`config.mk`:
```
export PLATFORM = sky130hd
export DESIGN_NAME = fan_speed_controller
export DESIGN_NICKNAME = d
export VERILOG_FILES = /design/src/rtl/fsc_pkg.sv /design/src/rtl/fsc_div.sv /design/src/rtl/fsc_cfg.sv /design/src/rtl/fsc_dp.sv /design/src/rtl/fsc_ctrl.sv /design/src/rtl/fan_speed_controller.sv
export SDC_FILE = /design/constraint.sdc
export NUM_CORES = 1
export LEC_CHECK = 0
export BUFFER_PORTS_ARGS = -buffer_cell sky130_fd_sc_hd__buf_2
export CORE_UTILIZATION = 40
export DETAILED_ROUTE_END_ITERATION = 6
export GPL_ROUTABILITY_DRIVEN = 0
export GPL_TIMING_DRIVEN = 0
export PLACE_DENSITY_LB_ADDON = 0.12
export REMOVE_ABC_BUFFERS = 1
export SLEW_MARGIN = 20
export SYNTH_ARGS = -nofsm -noshare
export SYNTH_HDL_FRONTEND = slang
export SYNTH_SLANG_ARGS = --single-unit
```
`constraint.sdc`:
```
create_clock -name clk -period 26.1 [get_ports clk]
set_input_delay 0 -clock clk [delete_from_list [all_inputs] [get_ports clk]]
set_output_delay 0 -clock clk [all_outputs]
set_load 0.01 [all_outputs]
```
`src/rtl/fsc_pkg.sv`:
```
// Shared types and constants for the fan speed controller.
// Holds the register layout, the controller-to-datapath command and status
// structs and the fixed sizing constants. No dependencies.
package fsc_pkg;

    localparam int CHANNELS = 2;

    localparam logic [1:0] FAULT_LIMIT = 2'd3;
    localparam logic [6:0] AUX_HYST    = 7'd10;
    localparam logic [7:0] PWM_FULL    = 8'd255;
    localparam logic [7:0] EMA_ONE     = 8'd128;
    localparam logic       AUX_CH      = 1'b1;

    localparam int DIV_STEPS = 16;
    localparam int DIV_CNT_W = $clog2(DIV_STEPS);

    typedef enum logic [2:0] {
        CFG_ALGO_MODE  = 3'd0,
        CFG_EMA_WEIGHT = 3'd1,
        CFG_PWM_FLOOR  = 3'd2,
        CFG_PWM_CEIL   = 3'd3,
        CFG_STOP_HYST  = 3'd4,
        CFG_LEVEL_LOW  = 3'd5,
        CFG_LEVEL_HIGH = 3'd6,
        CFG_PI_GAINS   = 3'd7
    } cfg_idx_t;

    typedef struct packed {
        logic       algo_mode;
        logic [7:0] ema_weight;
        logic [7:0] pwm_floor;
        logic [7:0] pwm_ceiling;
        logic [6:0] stop_hysteresis;
        logic [6:0] level_low;
        logic [6:0] level_high;
        logic [7:0] kp;
        logic [7:0] ki;
    } cfg_t;

    localparam cfg_t CFG_RESET = '{
        algo_mode:       1'b0,
        ema_weight:      8'd64,
        pwm_floor:       8'd0,
        pwm_ceiling:     8'd255,
        stop_hysteresis: 7'd0,
        level_low:       7'd30,
        level_high:      7'd60,
        kp:              8'd0,
        ki:              8'd0
    };

    typedef enum logic [3:0] {
        OP_NONE   = 4'd0,
        OP_LOAD   = 4'd1,
        OP_FAULT  = 4'd2,
        OP_EMA_A  = 4'd3,
        OP_EMA_B  = 4'd4,
        OP_EMA_C  = 4'd5,
        OP_TP_CHK = 4'd6,
        OP_TP_MUL = 4'd7,
        OP_TP_FIN = 4'd8,
        OP_PI_KI  = 4'd9,
        OP_PI_INT = 4'd10,
        OP_PI_FIN = 4'd11
    } dp_op_t;

    typedef struct packed {
        dp_op_t op;
        logic   out_load;
    } dp_cmd_t;

    typedef struct packed {
        logic fault_full;
        logic tp_mid;
        logic div_done;
    } dp_stat_t;

endpackage

```
`src/rtl/fsc_div.sv`:
```
// Restoring divider, one quotient bit per cycle.
// Unsigned 16-bit dividend over 8-bit divisor; uses fsc_pkg.
module fsc_div (
    input  logic        clk,
    input  logic        rst_n,
    input  logic        start,
    input  logic [15:0] dividend,
    input  logic [7:0]  divisor,
    output logic        done,
    output logic [15:0] quotient
);

    logic                          busy_reg;
    logic                          done_reg;
    logic [fsc_pkg::DIV_CNT_W-1:0] cnt_reg;
    logic [7:0]                    rem_reg;
    logic [7:0]                    dsr_reg;
    logic [15:0]                   quo_reg;

    logic [8:0] trial;
    logic       fits;
    logic [7:0] rem_next;

    assign trial    = {rem_reg, quo_reg[15]};
    assign fits     = (trial >= {1'b0, dsr_reg});
    assign rem_next = fits ? 8'(trial - {1'b0, dsr_reg}) : trial[7:0];

    always_ff @(posedge clk or negedge rst_n)
    begin
        if (!rst_n)
        begin
            busy_reg <= 1'b0;
            done_reg <= 1'b0;
            cnt_reg  <= '0;
        end
        else
        begin
            done_reg <= 1'b0;
            if (start)
            begin
                busy_reg <= 1'b1;
                cnt_reg  <= fsc_pkg::DIV_CNT_W'(fsc_pkg::DIV_STEPS - 1);
            end
            else if (busy_reg)
            begin
                cnt_reg <= cnt_reg - 1'b1;
                if (cnt_reg == '0)
                begin
                    busy_reg <= 1'b0;
                    done_reg <= 1'b1;
                end
            end
        end
    end

    always_ff @(posedge clk)
    begin
        if (start)
        begin
            rem_reg <= '0;
            dsr_reg <= divisor;
            quo_reg <= dividend;
        end
        else if (busy_reg)
        begin
            rem_reg <= rem_next;
            quo_reg <= {quo_reg[14:0], fits};
        end
    end

    assign done     = done_reg;
    assign quotient = quo_reg;

    a_div_nonzero: assert property (@(posedge clk) disable iff (!rst_n)
        start |-> divisor != '0)
        else $error("divider started with zero divisor");

    a_div_idle_start: assert property (@(posedge clk) disable iff (!rst_n)
        start |-> !busy_reg)
        else $error("divider restarted while busy");

endmodule

```
`src/rtl/fsc_cfg.sv`:
```
// Configuration register file shared by all fan channels.
// Register layout and reset values come from fsc_pkg.
module fsc_cfg (
    input  logic          clk,
    input  logic          rst_n,
    input  logic          cfg_valid,
    output logic          cfg_ready,
    input  logic [2:0]    cfg_index,
    input  logic [15:0]   cfg_data,
    output fsc_pkg::cfg_t cfg
);

    fsc_pkg::cfg_t cfg_reg;
    fsc_pkg::cfg_t cfg_next;

    always_comb
    begin
        cfg_next = cfg_reg;
        if (cfg_valid)
        begin
            unique case (fsc_pkg::cfg_idx_t'(cfg_index))
                fsc_pkg::CFG_ALGO_MODE:  cfg_next.algo_mode       = cfg_data[0];
                fsc_pkg::CFG_EMA_WEIGHT: cfg_next.ema_weight      = cfg_data[7:0];
                fsc_pkg::CFG_PWM_FLOOR:  cfg_next.pwm_floor       = cfg_data[7:0];
                fsc_pkg::CFG_PWM_CEIL:   cfg_next.pwm_ceiling     = cfg_data[7:0];
                fsc_pkg::CFG_STOP_HYST:  cfg_next.stop_hysteresis = cfg_data[6:0];
                fsc_pkg::CFG_LEVEL_LOW:  cfg_next.level_low       = cfg_data[6:0];
                fsc_pkg::CFG_LEVEL_HIGH: cfg_next.level_high      = cfg_data[6:0];
                fsc_pkg::CFG_PI_GAINS:
                begin
                    cfg_next.kp = cfg_data[15:8];
                    cfg_next.ki = cfg_data[7:0];
                end
                default: cfg_next = cfg_reg;
            endcase
        end
    end

    always_ff @(posedge clk or negedge rst_n)
    begin
        if (!rst_n)
            cfg_reg <= fsc_pkg::CFG_RESET;
        else
            cfg_reg <= cfg_next;
    end

    assign cfg_ready = 1'b1;
    assign cfg       = cfg_reg;

endmodule

```
`src/rtl/fsc_dp.sv`:
```
// Datapath: per-channel state, shared multiplier, EMA, two-point and PI math.
// Driven by fsc_ctrl commands; uses fsc_pkg and instantiates fsc_div.
module fsc_dp (
    input  logic              clk,
    input  logic              rst_n,
    input  fsc_pkg::cfg_t     cfg,
    input  fsc_pkg::dp_cmd_t  cmd,
    output fsc_pkg::dp_stat_t stat,
    input  logic              channel,
    input  logic [15:0]       temperature,
    input  logic              sensor_fault,
    output logic [7:0]        pwm_duty,
    output logic              fan_stopped,
    output logic              aux_fan_on
);

    // per-channel state, plus the single aux fan flag
    logic signed [15:0] ema_prev_reg [fsc_pkg::CHANNELS];
    logic [14:0]        integ_reg    [fsc_pkg::CHANNELS];
    logic [1:0]         fcnt_reg     [fsc_pkg::CHANNELS];
    logic               stop_reg     [fsc_pkg::CHANNELS];
    logic               aux_reg;

    // item registers
    logic               ch_reg;
    logic signed [15:0] x_reg;
    logic               fault_reg;
    logic signed [15:0] cur_reg;
    logic signed [24:0] prod_reg;
    logic signed [24:0] acc_reg;
    logic [14:0]        isum_reg;
    logic [7:0]         res_duty_reg;
    logic               res_stop_reg;
    logic               res_aux_reg;
    logic [7:0]         duty_out_reg;
    logic               stop_out_reg;
    logic               aux_out_reg;

    logic [7:0]  w;
    logic [7:0]  wc;
    logic [7:0]  lo2;
    logic [7:0]  hi2;
    logic signed [17:0] cur_x;
    logic signed [17:0] lo2_x;
    logic signed [17:0] hi2_x;
    logic signed [17:0] hy2_x;
    logic signed [17:0] neg_hy2;
    logic signed [17:0] aux_hyst_x;
    logic signed [17:0] lo_gap;
    logic signed [17:0] hi_gap;
    logic signed [17:0] err_full;
    logic signed [15:0] err;
    logic signed [17:0] err_x;
    logic        ge_hi;
    logic        le_lo;
    logic        mid;
    logic        hyst_on;
    logic [7:0]  trange;
    logic [7:0]  span;
    logic [7:0]  tn;
    logic        div_done;
    logic [15:0] quotient;

    logic signed [16:0] mul_a;
    logic signed [16:0] mul_b;
    logic signed [33:0] mul_p;

    logic signed [24:0] ema_sum;
    logic signed [15:0] ema_new;
    logic signed [25:0] isum_x;
    logic signed [25:0] imax_x;
    logic [14:0]        isum_clamp;
    logic [18:0]        pi_p;
    logic [19:0]        pi_pf;
    logic [8:0]         idle_duty;

    logic        stop_cur;
    logic [1:0]  fcnt_cur;
    logic        fault_full;
    logic [7:0]  tp_duty;
    logic        tp_stop;
    logic        tp_aux;
    logic [7:0]  pi_duty;
    logic        pi_stop;

    assign stop_cur   = stop_reg[ch_reg];
    assign fcnt_cur   = fcnt_reg[ch_reg];
    assign fault_full = fault_reg && (fcnt_cur == fsc_pkg::FAULT_LIMIT);

    assign w  = (cfg.ema_weight > fsc_pkg::EMA_ONE) ? fsc_pkg::EMA_ONE : cfg.ema_weight;
    assign wc = fsc_pkg::EMA_ONE - w;

    assign lo2        = {cfg.level_low, 1'b0};
    assign hi2        = {cfg.level_high, 1'b0};
    assign cur_x      = {{2{cur_reg[15]}}, cur_reg};
    assign lo2_x      = {10'b0, lo2};
    assign hi2_x      = {10'b0, hi2};
    assign hy2_x      = {10'b0, cfg.stop_hysteresis, 1'b0};
    assign neg_hy2    = 18'sd0 - hy2_x;
    assign aux_hyst_x = {11'b0, fsc_pkg::AUX_HYST};
    assign lo_gap     = lo2_x - cur_x;
    assign hi_gap     = hi2_x - cur_x;
    assign ge_hi      = (cur_x >= hi2_x);
    assign le_lo      = (cur_x <= lo2_x);
    assign mid        = !ge_hi && !le_lo;
    assign hyst_on    = (cfg.stop_hysteresis != '0);

    // saturate low side only; the top cannot overflow
    assign err_full = cur_x - lo2_x;
    assign err      = (err_full < -18'sd32768) ? 16'sh8000 : err_full[15:0];
    assign err_x    = {{2{err[15]}}, err};

    assign trange = hi2 - lo2;
    assign span   = (cfg.pwm_ceiling >= cfg.pwm_floor) ?
                    8'(cfg.pwm_ceiling - cfg.pwm_floor) : 8'd0;
    assign tn     = cur_reg[7:0] - lo2;

    fsc_div u_div (
        .clk      (clk),
        .rst_n    (rst_n),
        .start    ((cmd.op == fsc_pkg::OP_TP_CHK) && mid),
        .dividend ({span, 8'h00}),
        .divisor  (trange),
        .done     (div_done),
        .quotient (quotient)
    );

    // shared multiplier operand select
    always_comb
    begin
        mul_a = '0;
        mul_b = '0;
        unique case (cmd.op)
            fsc_pkg::OP_EMA_A:
            begin
                mul_a = {9'b0, w};
                mul_b = {x_reg[15], x_reg};
            end
            fsc_pkg::OP_EMA_B:
            begin
                mul_a = {9'b0, wc};
                mul_b = {ema_prev_reg[ch_reg][15], ema_prev_reg[ch_reg]};
            end
            fsc_pkg::OP_TP_MUL:
            begin
                mul_a = {1'b0, quotient};
                mul_b = {9'b0, tn};
            end
            fsc_pkg::OP_PI_KI:
            begin
                mul_a = {9'b0, cfg.ki};
                mul_b = {err[15], err};
            end
            fsc_pkg::OP_PI_INT:
            begin
                mul_a = {9'b0, cfg.kp};
                mul_b = {err[15], err};
            end
            default:
            begin
                mul_a = '0;
                mul_b = '0;
            end
        endcase
    end

    assign mul_p = mul_a * mul_b;

    assign ema_sum = acc_reg + prod_reg;
    assign ema_new = ema_sum[22:7];

    // integral update, clamped to 0..level_high*256
    assign isum_x = {11'b0, integ_reg[ch_reg]} + {prod_reg[24], prod_reg};
    assign imax_x = {11'b0, cfg.level_high, 8'b0};
    always_comb
    begin
        priority if (isum_x > imax_x)
            isum_clamp = imax_x[14:0];
        else if (isum_x[25])
            isum_clamp = '0;
        else
            isum_clamp = isum_x[14:0];
    end

    assign pi_p      = {1'b0, prod_reg[22:5]} + {12'b0, isum_reg[14:8]};
    assign pi_pf     = {1'b0, pi_p} + {12'b0, cfg.pwm_floor};
    assign idle_duty = {1'b0, cfg.pwm_floor} + {2'b0, isum_reg[14:8]};

    always_comb
    begin
        tp_duty = '0;
        tp_stop = stop_cur;
        priority if (ge_hi)
            tp_duty = cfg.pwm_ceiling;
        else if (le_lo)
        begin
            if (hyst_on && (lo_gap > hy2_x))
                tp_stop = 1'b1;
            else if (!stop_cur)
                tp_duty = cfg.pwm_floor;
        end
        else
        begin
            tp_duty = prod_reg[15:8] + cfg.pwm_floor;
            tp_stop = 1'b0;
        end

        tp_aux = aux_reg;
        if (ch_reg == fsc_pkg::AUX_CH)
        begin
            priority if (ge_hi)
                tp_aux = 1'b1;
            else if (hi_gap >= aux_hyst_x)
                tp_aux = 1'b0;
            else
                tp_aux = aux_reg;
        end
    end

    always_comb
    begin
        pi_duty = '0;
        pi_stop = stop_cur;
        priority if (err > 16'sd0)
        begin
            pi_duty = (pi_pf < {12'b0, cfg.pwm_ceiling}) ? pi_pf[7:0] : cfg.pwm_ceiling;
            pi_stop = 1'b0;
        end
        else if (hyst_on && (err_x < neg_hy2))
            pi_stop = 1'b1;
        else if (!stop_cur)
            pi_duty = idle_duty[8] ? 8'hFF : idle_duty[7:0];
        else
            pi_duty = '0;
    end

    // channel state
    always_ff @(posedge clk or negedge rst_n)
    begin
        if (!rst_n)
        begin
            for (int i = 0; i < fsc_pkg::CHANNELS; i++)
            begin
                ema_prev_reg[i] <= '0;
                integ_reg[i]    <= '0;
                fcnt_reg[i]     <= '0;
                stop_reg[i]     <= 1'b0;
            end
            aux_reg <= 1'b0;
        end
        else
        begin
            unique case (cmd.op)
                fsc_pkg::OP_FAULT:
                begin
                    if (!fault_reg)
                        fcnt_reg[ch_reg] <= '0;
                    else if (!fault_full)
                        fcnt_reg[ch_reg] <= fcnt_cur + 1'b1;
                end
                fsc_pkg::OP_EMA_C:
                    ema_prev_reg[ch_reg] <= ema_new;
                fsc_pkg::OP_TP_FIN:
                begin
                    stop_reg[ch_reg] <= tp_stop;
                    aux_reg          <= tp_aux;
                end
                fsc_pkg::OP_PI_INT:
                    integ_reg[ch_reg] <= isum_clamp;
                fsc_pkg::OP_PI_FIN:
                    stop_reg[ch_reg] <= pi_stop;
                default:
                begin
                end
            endcase
        end
    end

    // item payload
    always_ff @(posedge clk)
    begin
        unique case (cmd.op)
            fsc_pkg::OP_LOAD:
            begin
                ch_reg    <= channel;
                x_reg     <= temperature;
                fault_reg <= sensor_fault;
            end
            fsc_pkg::OP_FAULT:
            begin
                if (fault_full)
                begin
                    res_duty_reg <= fsc_pkg::PWM_FULL;
                    res_stop_reg <= stop_cur;
                    res_aux_reg  <= aux_reg;
                end
                else if (fault_reg)
                    x_reg <= ema_prev_reg[ch_reg];
            end
            fsc_pkg::OP_EMA_A:
                prod_reg <= mul_p[24:0];
            fsc_pkg::OP_EMA_B:
            begin
                acc_reg  <= prod_reg + 25'sd64;
                prod_reg <= mul_p[24:0];
            end
            fsc_pkg::OP_EMA_C:
                cur_reg <= ema_new;
            fsc_pkg::OP_TP_MUL:
                prod_reg <= mul_p[24:0];
            fsc_pkg::OP_TP_FIN:
            begin
                res_duty_reg <= tp_duty;
                res_stop_reg <= tp_stop;
                res_aux_reg  <= tp_aux;
            end
            fsc_pkg::OP_PI_KI:
                prod_reg <= mul_p[24:0];
            fsc_pkg::OP_PI_INT:
            begin
                isum_reg <= isum_clamp;
                prod_reg <= mul_p[24:0];
            end
            fsc_pkg::OP_PI_FIN:
            begin
                res_duty_reg <= pi_duty;
                res_stop_reg <= pi_stop;
                res_aux_reg  <= aux_reg;
            end
            default:
            begin
            end
        endcase

        if (cmd.out_load)
        begin
            duty_out_reg <= res_duty_reg;
            stop_out_reg <= res_stop_reg;
            aux_out_reg  <= res_aux_reg;
        end
    end

    assign stat.fault_full = fault_full;
    assign stat.tp_mid     = mid;
    assign stat.div_done   = div_done;

    assign pwm_duty    = duty_out_reg;
    assign fan_stopped = stop_out_reg;
    assign aux_fan_on  = aux_out_reg;

endmodule

```
`src/rtl/fsc_ctrl.sv`:
```
// Controller state machine: sequences one update through the datapath and
// owns both handshakes. Uses fsc_pkg command and status structs.
module fsc_ctrl (
    input  logic              clk,
    input  logic              rst_n,
    input  logic              algo_mode,
    input  logic              in_valid,
    output logic              in_stall,
    output logic              out_valid,
    input  logic              out_stall,
    input  fsc_pkg::dp_stat_t stat,
    output fsc_pkg::dp_cmd_t  cmd
);

    typedef enum logic [12:0] {
        S_IDLE   = 13'b0000000000001,
        S_FAULT  = 13'b0000000000010,
        S_EMA_A  = 13'b0000000000100,
        S_EMA_B  = 13'b0000000001000,
        S_EMA_C  = 13'b0000000010000,
        S_TP_CHK = 13'b0000000100000,
        S_TP_DIV = 13'b0000001000000,
        S_TP_MUL = 13'b0000010000000,
        S_TP_FIN = 13'b0000100000000,
        S_PI_KI  = 13'b0001000000000,
        S_PI_INT = 13'b0010000000000,
        S_PI_FIN = 13'b0100000000000,
        S_DONE   = 13'b1000000000000
    } state_t;

    state_t state_reg;
    state_t state_next;
    logic   out_valid_reg;
    logic   out_valid_next;

    always_comb
    begin
        state_next   = state_reg;
        cmd.op       = fsc_pkg::OP_NONE;
        cmd.out_load = 1'b0;
        unique case (state_reg)
            S_IDLE:
            begin
                if (in_valid)
                begin
                    cmd.op     = fsc_pkg::OP_LOAD;
                    state_next = S_FAULT;
                end
            end
            S_FAULT:
            begin
                cmd.op     = fsc_pkg::OP_FAULT;
                state_next = stat.fault_full ? S_DONE : S_EMA_A;
            end
            S_EMA_A:
            begin
                cmd.op     = fsc_pkg::OP_EMA_A;
                state_next = S_EMA_B;
            end
            S_EMA_B:
            begin
                cmd.op     = fsc_pkg::OP_EMA_B;
                state_next = S_EMA_C;
            end
            S_EMA_C:
            begin
                cmd.op     = fsc_pkg::OP_EMA_C;
                state_next = algo_mode ? S_PI_KI : S_TP_CHK;
            end
            S_TP_CHK:
            begin
                cmd.op     = fsc_pkg::OP_TP_CHK;
                state_next = stat.tp_mid ? S_TP_DIV : S_TP_FIN;
            end
            S_TP_DIV:
            begin
                if (stat.div_done)
                    state_next = S_TP_MUL;
            end
            S_TP_MUL:
            begin
                cmd.op     = fsc_pkg::OP_TP_MUL;
                state_next = S_TP_FIN;
            end
            S_TP_FIN:
            begin
                cmd.op     = fsc_pkg::OP_TP_FIN;
                state_next = S_DONE;
            end
            S_PI_KI:
            begin
                cmd.op     = fsc_pkg::OP_PI_KI;
                state_next = S_PI_INT;
            end
            S_PI_INT:
            begin
                cmd.op     = fsc_pkg::OP_PI_INT;
                state_next = S_PI_FIN;
            end
            S_PI_FIN:
            begin
                cmd.op     = fsc_pkg::OP_PI_FIN;
                state_next = S_DONE;
            end
            S_DONE:
            begin
                // hold until the output register is free
                if (!out_valid_reg || !out_stall)
                begin
                    cmd.out_load = 1'b1;
                    state_next   = S_IDLE;
                end
            end
            default: state_next = S_IDLE;
        endcase
    end

    always_comb
    begin
        priority if (cmd.out_load)
            out_valid_next = 1'b1;
        else if (!out_stall)
            out_valid_next = 1'b0;
        else
            out_valid_next = out_valid_reg;
    end

    always_ff @(posedge clk or negedge rst_n)
    begin
        if (!rst_n)
        begin
            state_reg     <= S_IDLE;
            out_valid_reg <= 1'b0;
        end
        else
        begin
            state_reg     <= state_next;
            out_valid_reg <= out_valid_next;
        end
    end

    assign in_stall  = (state_reg != S_IDLE);
    assign out_valid = out_valid_reg;

    a_load_free: assert property (@(posedge clk) disable iff (!rst_n)
        cmd.out_load |-> !(out_valid_reg && out_stall))
        else $error("result loaded over a stalled beat");

    a_accept_blocks: assert property (@(posedge clk) disable iff (!rst_n)
        in_valid && !in_stall |=> in_stall)
        else $error("second item taken while one is in progress");

    a_div_wait: assert property (@(posedge clk) disable iff (!rst_n)
        stat.div_done |-> state_reg == S_TP_DIV)
        else $error("divider finished outside its wait state");

endmodule

```
`src/rtl/fan_speed_controller.sv`:
```
// Fan speed controller top level: config registers, controller and datapath.
// Depends on fsc_pkg, fsc_cfg, fsc_ctrl, fsc_dp (and fsc_div below it).
//
// One update is handled at a time. After an input beat is taken, in_stall
// stays high until the result has moved into the output register. The next
// item can be taken the cycle after that, while the previous result may still
// wait on out_stall. A channel whose sensor fault has reached the limit goes
// straight to a full-drive result; other updates run the EMA steps, then the
// two-point or PI steps, and a two-point update inside the low..high band also
// waits on the serial divider that forms the interpolation slope. One multiplier
// is shared by the EMA, two-point and PI steps. Configuration writes are taken in
// any cycle (cfg_ready is always high) but are meant for idle periods.
module fan_speed_controller (
    input  logic        clk,
    input  logic        rst_n,
    input  logic        in_valid,
    output logic        in_stall,
    input  logic        channel,
    input  logic [15:0] temperature,
    input  logic        sensor_fault,
    output logic        out_valid,
    input  logic        out_stall,
    output logic [7:0]  pwm_duty,
    output logic        fan_stopped,
    output logic        aux_fan_on,
    input  logic        cfg_valid,
    output logic        cfg_ready,
    input  logic [2:0]  cfg_index,
    input  logic [15:0] cfg_data
);

    fsc_pkg::cfg_t     cfg;
    fsc_pkg::dp_cmd_t  cmd;
    fsc_pkg::dp_stat_t stat;

    fsc_cfg u_cfg (
        .clk       (clk),
        .rst_n     (rst_n),
        .cfg_valid (cfg_valid),
        .cfg_ready (cfg_ready),
        .cfg_index (cfg_index),
        .cfg_data  (cfg_data),
        .cfg       (cfg)
    );

    fsc_ctrl u_ctrl (
        .clk       (clk),
        .rst_n     (rst_n),
        .algo_mode (cfg.algo_mode),
        .in_valid  (in_valid),
        .in_stall  (in_stall),
        .out_valid (out_valid),
        .out_stall (out_stall),
        .stat      (stat),
        .cmd       (cmd)
    );

    fsc_dp u_dp (
        .clk          (clk),
        .rst_n        (rst_n),
        .cfg          (cfg),
        .cmd          (cmd),
        .stat         (stat),
        .channel      (channel),
        .temperature  (temperature),
        .sensor_fault (sensor_fault),
        .pwm_duty     (pwm_duty),
        .fan_stopped  (fan_stopped),
        .aux_fan_on   (aux_fan_on)
    );

endmodule

```
==> results.yml, run 1 <==
run_status:
  outcome: "complete, no violations"
flow_run:
  cap_viol_max_count: 0
global_route:
  grt_max_degree: 88
  grt_util_met3: 0.03052
  grt_util_met2: 0.3863
  grtUsageMet1: 0.3251
  gr-max-usage-layer: "met2"
  grt_first_pass_wirelength_um: 121600
  grt_pass1_vias: 20930
  grt-ovfl-total: 0
  grt.total_usage: 0.2361
  antenna_found_initial: 2
cells_and_area:
  largest_register_ffs: 62
  stdcell_count: 3769
  drive_gt1_frac: 0.1174
  nets: 3358
  area_growth_syn_to_layout_pct: 13.07
  fin_util: 0.4594
  diodes: 0
clock_network:
  post_cts_buffers: 0
  htree_num_levels: 2
  cts_buffer_depth: 3
  cts_resized: 0
  clkLatencyLatePin_ns: 0.59
  cts-root-buf: "clkbuf_16"
  cts_made_buffers: 37
  path_clk_slew_ns: 0.06
  cts_tree: "built"
  cts_hold_buf: 42
  clock_sinks: 291
synthesis:
  synth_edf_count: 124
  ys_top_cells_by_area: "fa_1, edfxtp_1, dfrtp_1, ha_1, inv_1"
  ys.flop_type: "dfrtp_1"
  syn_inst: 2757
  ys_warn_count: 0
  synth_area_per_cell_um2: 9.534
  syn_area_mm2: 0.02629
  synth_cell_type_count: 80
  ys_ff_latch: 291
  synth_common_cells: "inv_1, nor2_1, nand2_1"
  synth_top_area_frac: 0.1531
  synth.largest_area_cell: "fa_1"
  yosysMostFrequentCell: "inv_1"
  ys_seq_area_frac: 0.2984
  ys_async_sr_fraction: 0.5189
setup_path:
  critPathSlowestCell: "a311oi_1"
  reg2reg_from: "u_dp.cur_reg[1]"
  critPathMaxFanout: 7
  crit_family: "adder cells"
  r2r_cells: 30
  r2r_slack_ns: 16.01
  critPathKind: "reg2reg"
  slowest_delay_ns: 0.75
  setup.worst_path.start_class: "flip-flop"
  endpoint_kind: "flip-flop"
  path_buf_inv: 8
  timing.rr.end: "u_dp.prod_reg[24]"
  worstPathRequired_ns: 26.34
  crit_top_cell: "fa_1"
  arrival_ns: 10.33
place:
  place_hpwl_um: 61730
  dp.cells: 3660
  port_buffers: 53
route:
  vias: 20470
  drtIter0Drc: 1450
  wl_per_cell_um: 20.33
  wirelength_um: 76630
  dr.pass1.iters: 6
  ant_nets: 0
  viasPerCell: 5.430
  post-route-drc-count: 0
sta:
  clock-skew-final_ns: 0.04631
  final_hold_viol_count: 0
  fin_crit_sh: 0.3868
  max_slew_margin: 0.2309
  fin_crit_ns: 10.09
  fin_hold_ws_ns: 0.02752
  worstMarginPinSlew_ns: 1.148
  rsz0062_at_grt: "no"
  fin_tns_setup_ns: 0
  drv_slew: 0
  setup_viol: 0
  timing.fmax_ghz: 0.09906
pwr:
  p_switching_mw: 0.6262
  power_density_mw_per_mm2: 57.76
  p_leak_nw: 13.39
  total_power_mw: 1.717
  p_sw_frac: 0.3648
  seq_power_share: 0.339
  p_int_mw: 1.091
  power_frac_comb: 0.344
  ir_worst_vdd_mv: 0.08601
  power_frac_clock: 0.316
floorplanning:
  start_util: 0.4063
  io_pins: 55
  fp-row-count: 93
  dieHeight_um: 258.4
  dieArea_mm2: 0.06674
  die_w_um: 258.4
  core_area_mm2: 0.06470
worst_hold_path:
  hp-class: "in2async"
worst max-delay path by stage:
stage | to | slack, ns | cells after the start | startpoint
detailed placement | u_dp.prod_reg[24] | 16.10 | 30 | u_dp.cur_reg[1]
CTS | u_dp.prod_reg[24] | 15.99 | 30 | u_dp.cur_reg[1]
finish | u_dp.prod_reg[24] | 16.01 | 30 | u_dp.cur_reg[1]
global route | u_dp.prod_reg[24] | 15.36 | 30 | u_dp.cur_reg[1]
global placement | u_dp.prod_reg[24] | 13.08 | 22 | u_ctrl.state_reg[7]
floorplan | u_dp.prod_reg[23] | 17.20 | 25 | u_ctrl.state_reg[7]
power by group through the flow:
stage               logic, mW  clock network [mW]  registers [mW]
finish                  0.591               0.543           0.582
global route            0.656               0.571           0.588
CTS                     0.592               0.553           0.583
detailed placement      0.583                   0           0.591
global placement        0.554                   0           0.594
floorplan               0.396                   0           0.573
worst register-to-register path: cells and delay by family, from the launching register on:
family | cells | cell delay (ns)
flops | 1 | 0.50
buf+inv | 8 | 1.03
compound gates | 7 | 3.10
simple gates | 6 | 0.94
fa+ha+maj | 9 | 4.19
kinds of logic after synthesis:
kind of cell	count (synthesis)	synth area share
AOI/OAI and AO/OA	508	0.1292
xor gates and xnor gates	127	0.04232
adders and majority gates	430	0.2621
buffers and inverters	467	0.06716
DFF	291	0.2984
muxes	148	0.06169
other	2	0.0002857
and+or+nand+nor	784	0.1388
metrics by stage:
| stage | area [um^2] | worst slack [ns] |
|---|---|---|
| floorplan | 26110 | 17.20 |
| global route | 29720 | 15.36 |
| CTS | 29720 | 15.99 |
| global placement | 27440 | 13.08 |
| finish | 29720 | 16.01 |
| detailed placement | 28000 | 16.10 |
layout by cell type (no fill, tap or decap), types with 23 or more instances in the layout:
cell type / n
nor2_1: 238
and2_1: 23
dfrtp_1: 132
conb_1: 37
nand3_1: 53
mux2i_1: 36
o21a_1: 23
clkbuf_16: 39
dlygate4sd3_1: 42
fa_1: 201
inv_1: 386
ha_1: 229
mux2_2: 112
nand2b_1: 31
edfxtp_1: 124
nand2_1: 239
xor2_1: 43
nor3_1: 49
nor2b_1: 30
xnor2_1: 84
a21oi_1: 103
buf_2: 63
o21ai_0: 121
a21o_1: 45
cell type report:
class / instances / area, um^2
multi-input cells: 2034 / 16960
inverters: 388 / 1456
repair buffers: 134 / 1084
flip-flops and latches: 291 / 7846
fillers: 6294 / 34980
clock buffers: 47 / 1036
well taps: 855 / 1070
clock inverters: 20 / 266.5
routing by layer:
metal	wire, um	part of all wire
met1	35020	0.46
met2	35510	0.46
met3	3784	0.049
met4	2315	0.030
met5	0	0
Power figures use the tool's default switching activity.
==> inputs of run 2 (changes only) <==
==> constraint.sdc (replaced) <==
create_clock -name clk -period 9.7 [get_ports clk]
set_input_delay 0 -clock clk [delete_from_list [all_inputs] [get_ports clk]]
set_output_delay 0 -clock clk [all_outputs]
set_load 0.01 [all_outputs]
==> run 2 against run 1 <==
Fmax increased by 9.7%. Via count about the same. Critical path depth increased by 1. Global-route usage barely moved. Hold slack gained 0.0010 ns. Core utilization rose by 0.13 points. Non-clock buffer count increased by 1. Flip-flop and latch count stayed put. Total power grew to 2.7 times the previous value. Sequential share of layout area fell by 0.073 points. Setup slack got worse by 16 ns.
==> results.yml, run 2 (synthesis results as in run 1) <==
sta:
  setup_viol: 0
  max_slew_margin: 0.2373
  final_hold_viol_count: 0
  clock-skew-final_ns: 0.04506
  drv_slew: 0
  rsz0062_at_grt: "no"
  setup_slack_ns: 0.5011
  worstMarginPinSlew_ns: 1.144
  fin_tns_setup_ns: 0
  fin_crit_sh: 0.9483
  fin_crit_ns: 9.199
  timing.fmax_ghz: 0.1087
setup_path:
  arrival_ns: 9.46
  slowest_delay_ns: 0.57
  worstPathRequired_ns: 9.96
  reg2reg_from: "u_dp.cur_reg[1]"
  timing.rr.end: "u_dp.prod_reg[23]"
  crit_top_cell: "fa_1"
  critPathSlowestCell: "fa_1"
  critPathMaxFanout: 13
  r2r_slack_ns: 0.50
  critPathKind: "reg2reg"
  endpoint_kind: "flip-flop"
  r2r_cells: 31
  setup.worst_path.start_class: "flip-flop"
route:
  wl_per_cell_um: 20.36
  post-route-drc-count: 0
  drtIter0Drc: 1301
  wirelength_um: 76770
  viasPerCell: 5.432
  dr.pass1.iters: 5
  vias: 20480
  ant_nets: 0
floorplanning:
  io_pins: 55
  core_area_mm2: 0.06470
  fp-row-count: 93
  die_w_um: 258.4
  start_util: 0.4063
  dieHeight_um: 258.4
  dieArea_mm2: 0.06674
cells_and_area:
  seqCellArea_mm2: 0.007846
  diodes: 0
  nets: 3359
  drive_gt1_frac: 0.1221
  largest_register_ffs: 62
  nFillCells: 6287
  final_cell_mix: "inv_1, nand2_1, nor2_1"
  fin_util: 0.4607
  layout_commonest_cell: "inv_1"
  area_growth_syn_to_layout_pct: 13.38
  multiInputGateArea_mm2: 0.01704
pwr:
  p_sw_frac: 0.3652
  seq_power_share: 0.338
  power_frac_clock: 0.314
  ir_worst_vdd_mv: 0.2568
  p_leak_nw: 13.41
  power_density_mw_per_mm2: 155.8
  p_switching_mw: 1.696
  p_int_mw: 2.948
  power_frac_comb: 0.348
global_route:
  grt.total_usage: 0.2362
  grt_max_degree: 88
  grt_first_pass_wirelength_um: 121600
  grt-ovfl-total: 0
  grt_pass1_vias: 20910
  antenna_found_initial: 2
clock_network:
  htree_num_levels: 2
  cts_buffer_depth: 3
  cts-root-buf: "clkbuf_16"
  cts_tree: "built"
  clock_sinks: 291
  clkLatencyLatePin_ns: 0.59
  path_clk_slew_ns: 0.06
  cts_made_buffers: 37
place:
  place_hpwl_um: 61730
  port_buffers: 53
  pre_cts_slack_ns: -0.2954
run_status:
  outcome: "complete, no violations"
flow_run:
  cap_viol_max_count: 0
worst_hold_path:
  hp-class: "in2async"
## run 2: cell count changes in the layout (fill, tap and decap cells not counted), sizes merged
| cell | previous run | this run |
|---|---|---|
| clkbuf | 47 | 48 |
## run 2: layer usage
layer / vias up / track usage / part of all wire
met1: 10300 / 0.3256 / 0.46
met3: 108 / 0.02993 / 0.046
met2: 437 / 0.3861 / 0.46
li1: 9638 / - / -
met4: 0 / 0.07347 / 0.030
met5: - / 0 / 0
## run 2: area by class of cell
| type | count | area share |
|---|---|---|
| repair buffers | 135 | 0.03669 |
| inverters | 388 | 0.04887 |
| multi-input cells | 2034 | 0.5716 |
| flip-flops and latches | 291 | 0.2633 |
| well taps | 855 | 0.03589 |
| clock buffers | 47 | 0.03476 |
| clock inverters | 20 | 0.008942 |
## run 2: metrics by stage
stage / power (mW) / cells / area [um^2] / hold slack (ns)
5_1_grt: 4.912 / 3770 / 29800 / 0.05938
2_1_floorplan: 2.607 / 2713 / 26110 / -0.2956
4_1_cts: 4.673 / 3769 / 29740 / 0.03699
3_3_place_gp: 3.091 / 3621 / 27440 / 0.1644
6_report: 4.644 / 3770 / 29800 / 0.02853
3_5_place_dp: 3.160 / 3660 / 28000 / 0.05209
## run 2: power by group through the flow
| stage | Combinational (mW) | Sequential, mW | Clock, mW |
|---|---|---|---|
| CTS | 1.62 | 1.57 | 1.49 |
| global placement | 1.49 | 1.60 | 0 |
| global route | 1.79 | 1.58 | 1.54 |
| detailed placement | 1.57 | 1.59 | 0 |
| finish | 1.62 | 1.57 | 1.46 |
| floorplan | 1.07 | 1.54 | 0 |
## run 2: how the worst max path moves through the flow
| stage | cells after the start | from | slack [ns] | endpoint |
|---|---|---|---|---|
| detailed placement | 30 | u_dp.cur_reg[1] | -0.30 | u_dp.prod_reg[24] |
| floorplan | 25 | u_ctrl.state_reg[7] | 0.80 | u_dp.prod_reg[23] |
| global route | 31 | u_dp.cur_reg[1] | 0.03 | u_dp.prod_reg[24] |
| CTS | 32 | u_dp.cur_reg[1] | 0.06 | u_dp.prod_reg[23] |
| global placement | 22 | u_ctrl.state_reg[7] | -3.32 | u_dp.prod_reg[24] |
| finish | 31 | u_dp.cur_reg[1] | 0.50 | u_dp.prod_reg[23] |
## run 2: worst max-delay path: cells and delay by family (launching register included)
family / cells / cell delay, ns
buffers and inverters: 5 / 0.42
DFF: 1 / 0.48
xor gates and xnor gates: 1 / 0.17
adders and majority gates: 9 / 4.27
and+or+nand+nor: 6 / 1.03
AOI/OAI and AO/OA: 10 / 2.51
## run 2: what timing repair did
item | 4_1_cts | 5_1_grt
setup buffers | 0 | 1
gates resized for setup | 6 | 12
hold buffers | 42 | 0
hold endpoints to repair | 243 | 0
pin swaps | 0 | 2
setup endpoints to repair | 6 | 8
